File: src/sv/skt_pkg.sv
// ----------------------------------------------------------------------------
// skt_pkg
// shared constants, codes and control types for the sorted key table
// ----------------------------------------------------------------------------
`default_nettype none

package skt_pkg;

    localparam int SKT_TABLE_DEPTH = 16384;
    localparam int SKT_KEY_BYTES   = 6;

    // fixed field widths
    localparam int ACT_W = 2;
    localparam int KEY_W = 48;
    localparam int STS_W = 2;
    localparam int POS_W = 15;

    // action codes
    localparam logic [ACT_W-1:0] ACT_APPEND = 2'd0;
    localparam logic [ACT_W-1:0] ACT_SEARCH = 2'd1;
    localparam logic [ACT_W-1:0] ACT_CLEAR  = 2'd2;

    // result status codes
    localparam logic [STS_W-1:0] ST_DONE    = 2'd0;
    localparam logic [STS_W-1:0] ST_MISS    = 2'd1;
    localparam logic [STS_W-1:0] ST_FULL    = 2'd2;
    localparam logic [STS_W-1:0] ST_CLEARED = 2'd3;

    typedef enum logic [2:0] {
        S_IDLE,
        S_EXEC,
        S_PROBE,
        S_CMP,
        S_FINISH
    } skt_state_t;

    // controller to datapath
    typedef struct packed {
        logic load_item;
        logic exec;
        logic probe;
        logic compare;
        logic miss;
        logic load_out;
    } skt_cmd_t;

    // datapath to controller
    typedef struct packed {
        logic is_search;
        logic range_ok;
        logic hit;
    } skt_sts_t;

endpackage

`default_nettype wire

File: src/sv/skt_ctrl.sv
// ----------------------------------------------------------------------------
// skt_ctrl
// sequencer for append, clear and binary search, owns both handshakes
// ----------------------------------------------------------------------------
`default_nettype none

module skt_ctrl
    import skt_pkg::*;
(
    input  wire logic     clk,
    input  wire logic     rst_n,
    input  wire logic     in_valid,
    output logic          in_ready,
    output logic          out_valid,
    input  wire logic     out_ready,
    input  wire skt_sts_t sts,
    output skt_cmd_t      cmd
);

    skt_state_t state_reg, state_next;
    logic       out_valid_reg, out_valid_next;

    always_ff @(posedge clk or negedge rst_n)
    begin
        if (!rst_n)
        begin
            state_reg     <= S_IDLE;
            out_valid_reg <= 1'b0;
        end
        else
        begin
            state_reg     <= state_next;
            out_valid_reg <= out_valid_next;
        end
    end

    always_comb
    begin
        state_next = state_reg;
        cmd        = '0;
        in_ready   = 1'b0;
        case (state_reg)
            S_IDLE:
            begin
                in_ready = 1'b1;
                if (in_valid)
                begin
                    cmd.load_item = 1'b1;
                    state_next    = S_EXEC;
                end
            end
            S_EXEC:
            begin
                cmd.exec   = 1'b1;
                state_next = sts.is_search ? S_PROBE : S_FINISH;
            end
            S_PROBE:
            begin
                if (sts.range_ok)
                begin
                    cmd.probe  = 1'b1;
                    state_next = S_CMP;
                end
                else
                begin
                    cmd.miss   = 1'b1;
                    state_next = S_FINISH;
                end
            end
            S_CMP:
            begin
                cmd.compare = 1'b1;
                state_next  = sts.hit ? S_FINISH : S_PROBE;
            end
            S_FINISH:
            begin
                // wait until the output word slot is free
                if (!out_valid_reg || out_ready)
                begin
                    cmd.load_out = 1'b1;
                    state_next   = S_IDLE;
                end
            end
            default:
            begin
                state_next = S_IDLE;
            end
        endcase

        if (cmd.load_out)
        begin
            out_valid_next = 1'b1;
        end
        else if (out_ready)
        begin
            out_valid_next = 1'b0;
        end
        else
        begin
            out_valid_next = out_valid_reg;
        end
    end

    assign out_valid = out_valid_reg;

endmodule

`default_nettype wire

File: config.mk
export PLATFORM = sky130hd
export DESIGN_NAME = skt_ctrl
export DESIGN_NICKNAME = d
export VERILOG_FILES = /design/src/sv/skt_pkg.sv /design/src/sv/skt_ctrl.sv
export SDC_FILE = /design/constraint.sdc
export NUM_CORES = 1
export LEC_CHECK = 0
export BUFFER_PORTS_ARGS = -buffer_cell sky130_fd_sc_hd__buf_2
export CORE_AREA = 4 4 41 43
export CTS_CLUSTER_DIAMETER = 200
export DETAILED_ROUTE_END_ITERATION = 8
export DIE_AREA = 0 0 45 47
export PLACE_DENSITY = 0.52
export REMOVE_ABC_BUFFERS = 1
export SYNTH_ARGS = -nofsm -noshare
export SYNTH_HDL_FRONTEND = slang
export SYNTH_SLANG_ARGS = --single-unit
File: constraint.sdc
create_clock -name clk -period 1.45 [get_ports clk]
set_clock_uncertainty 0.1 [all_clocks]
set_input_delay 0.29 -clock clk [delete_from_list [all_inputs] [get_ports clk]]
set_output_delay 0.29 -clock clk [all_outputs]
set_load 0.02 [all_outputs]
==> out/metrics.cfg <==
[global_routing]
grtUsageMet2_pct = 16.4
grt_usage_pct = 9.91
grt_pass1_wl_mm = 1.43
use_met3_pct = 4.21
grt_max_degree = 7
antenna_found_initial = 0
met1_usage_pct = 10.8
grt.busiest_layer = met2
grt_remaining_overflow = 0
grt_pass1_vias = 322

[timing]
setup_ws_ps = -111
post-route-min-period_ps = 1560
hold_violations = 0
slew_viol_final = 0
slew_headroom_pct = 82.3
setup_tns_ps = -615
worst_slew_pin_slew_ps = 257
max_freq_mhz = 641
period_share_pct = 108
rsz0062_at_grt = true
setup_viol = 7

[final_layout]
layout_commonest_cell = buf_6
final_cell_mix = buf_6, buf_2, buf_4
synthToLayoutAreaGrowth_pct = 101
drive_above_1_share_pct = 77.2
diodes = 0
largest_reg_flops = 3
fin_cells = 72
fillers = 136
nNetsFinal = 66

[status]
status = finished, violations left
violations = negative setup slack

[detailed_routing]
vias = 312
vias_per_cell = 4.33
first_pass_iters = 4
ant_nets = 0
drc_errors = 0
wl_per_cell_um = 12.1
wl_um = 874
drt-initial-drc-count = 2

[clock_tree]
path_clk_slew_ps = 40
insertion_delay_ps = 230
cts_tree = built
cts_sinks = 4
clock-root-buffer = clkbuf_4
cts_max_level = 1
cts_max_path_buffers = 2
cts_buffers = 3

[floorplan]
ioPinCount = 15
die_height_um = 47
num_rows = 13
die_area_mm2 = 0.00212
dieWidth_um = 45
core-area_mm2 = 0.00130
start_util_pct = 22.5

[synthesis]
synth_top_cell_area_share_pct = 34.2
synth_ff_type = dfrtp_1
ys_warn_count = 0
yosysSeqAreaShare_pct = 34.2
syn-cell-area_um2 = 293
ys_ff_latch = 4
syn_avg_cell_area_um2 = 9.15
synth_edf_count = 0
synth_area_leaders = dfrtp_1, nor3b_2, a21oi_1, nor3_1, buf_4
yosysUniqueCellTypes = 20
yosys.area.top_type = dfrtp_1
synthCells = 32
async_flop_share_pct = 100

[worst_setup_path]
slowest_delay_ps = 460
critical_path_class = flip-flop to output port
crit_top_cell = buf_6
required_ps = 1060
endpoint_kind = output port
critPathSlowestCell = dfrtp_2
crit_chain = buf_6, nor3_4, buf_6
start_kind = flip-flop
cp.arrival_ps = 1170
path_max_fanout = 5

[power_and_ir_drop]
peakVddDrop_mv = 0.896
leakagePower_nw = 0.272
p_per_area_mw_per_mm2 = 2160

[placed_design]
gp_congestion = 0.690
preCtsSetupSlack_ps = 64.1
dp_hpwl_um = 527
port_buffers = 14
placed_cells = 61

[min_path]
hold_path_class = input port to flip-flop

[flow_run]
cap_violations = 0

==> path summary, 6_finish.rpt <==
| check | slack [ps] | cells past startpoint | to | start |
|---|---|---|---|---|
| max | -110 | 3 | cmd[3] | state_reg[2]$_DFFE_PN0P_ |
| min | 200 | 2 | out_valid$_DFFE_PN0P_ | out_ready |
| max reg2reg | 60 | 6 | state_reg[2]$_DFFE_PN0P_ | state_reg[1]$_DFFE_PN0P_ |
| min reg2reg | 460 | 2 | out_valid$_DFFE_PN0P_ | out_valid$_DFFE_PN0P_ |
| max in group asynchronous | 810 | 2 | state_reg[1]$_DFFE_PN0P_ | rst_n |
| min in group asynchronous | 300 | 2 | out_valid$_DFFE_PN0P_ | rst_n |
==> cells by family after synthesis <==
group                  count (synthesis)  synth area share, %
AND/OR/NAND/NOR                       13                 31.2
multiplexers                           1                 3.42
AO/OA/AOI/OAI                          7                 16.7
buffers and inverters                  7                 14.5
flip-flops                             4                 34.2
==> metrics by stage <==
step	power [W]	hold slack, ps	utilization, %	instance area [um^2]
after global routing	0.00136	219	45.3	589
after detailed placement	0.000733	-2.12	29.2	380
after global placement	0.000728	-3.49	29.2	380
after floorplan	0.000526	-106	-	262
final	0.00127	198	45.3	589
after CTS	0.00118	201	41.9	546
==> Yosys cell counts, types with 2 or more instances <==
cell     n
nand2_1  2
buf_4    2
nor3b_2  2
inv_1    3
dfrtp_1  4
nor3_1   3
a21oi_1  3
==> repair_timing <==
action / CTS / global route
endpoints found under the setup margin: 7 / 8
buffers inserted: 6 / 2
hold buffers: 1 / 0
gates resized for setup: 28 / 8
pin swaps: 5 / 5
endpoints found under the hold margin: 4 / 0
==> area by class of cell <==
cell class	count	area, um^2	share of cell area (%)
multi-input combinational	21	211	35.9
timing repair buffer	26	221	37.6
tap	15	18.8	3.18
sequential	4	104	17.6
inverter	3	11.3	1.91
clock buffer	3	22.5	3.82
==> power breakdown <==
group,internal (W),total (W),switching [W]
combinational,0.000495,0.000868,0.000373
clock,0.0000923,0.000134,0.0000416
sequential,0.000168,0.000272,0.000104
total,0.000756,0.00127,0.000519
==> per-layer routing <==
metal | vias to the layer above | wire, um
met5 | - | 0
met4 | 0 | 0
met3 | 0 | 91
met2 | 13 | 464
met1 | 142 | 318
li1 | 157 | -
==> worst max-delay path, delay by kind of cell (launching register included) <==
| family | cells | cell delay, ps |
|---|---|---|
| and+or+nand+nor | 1 | 170 |
| buffers and inverters | 2 | 300 |
| DFF | 1 | 460 |
Note: power is estimated with default switching activity, not from simulation.
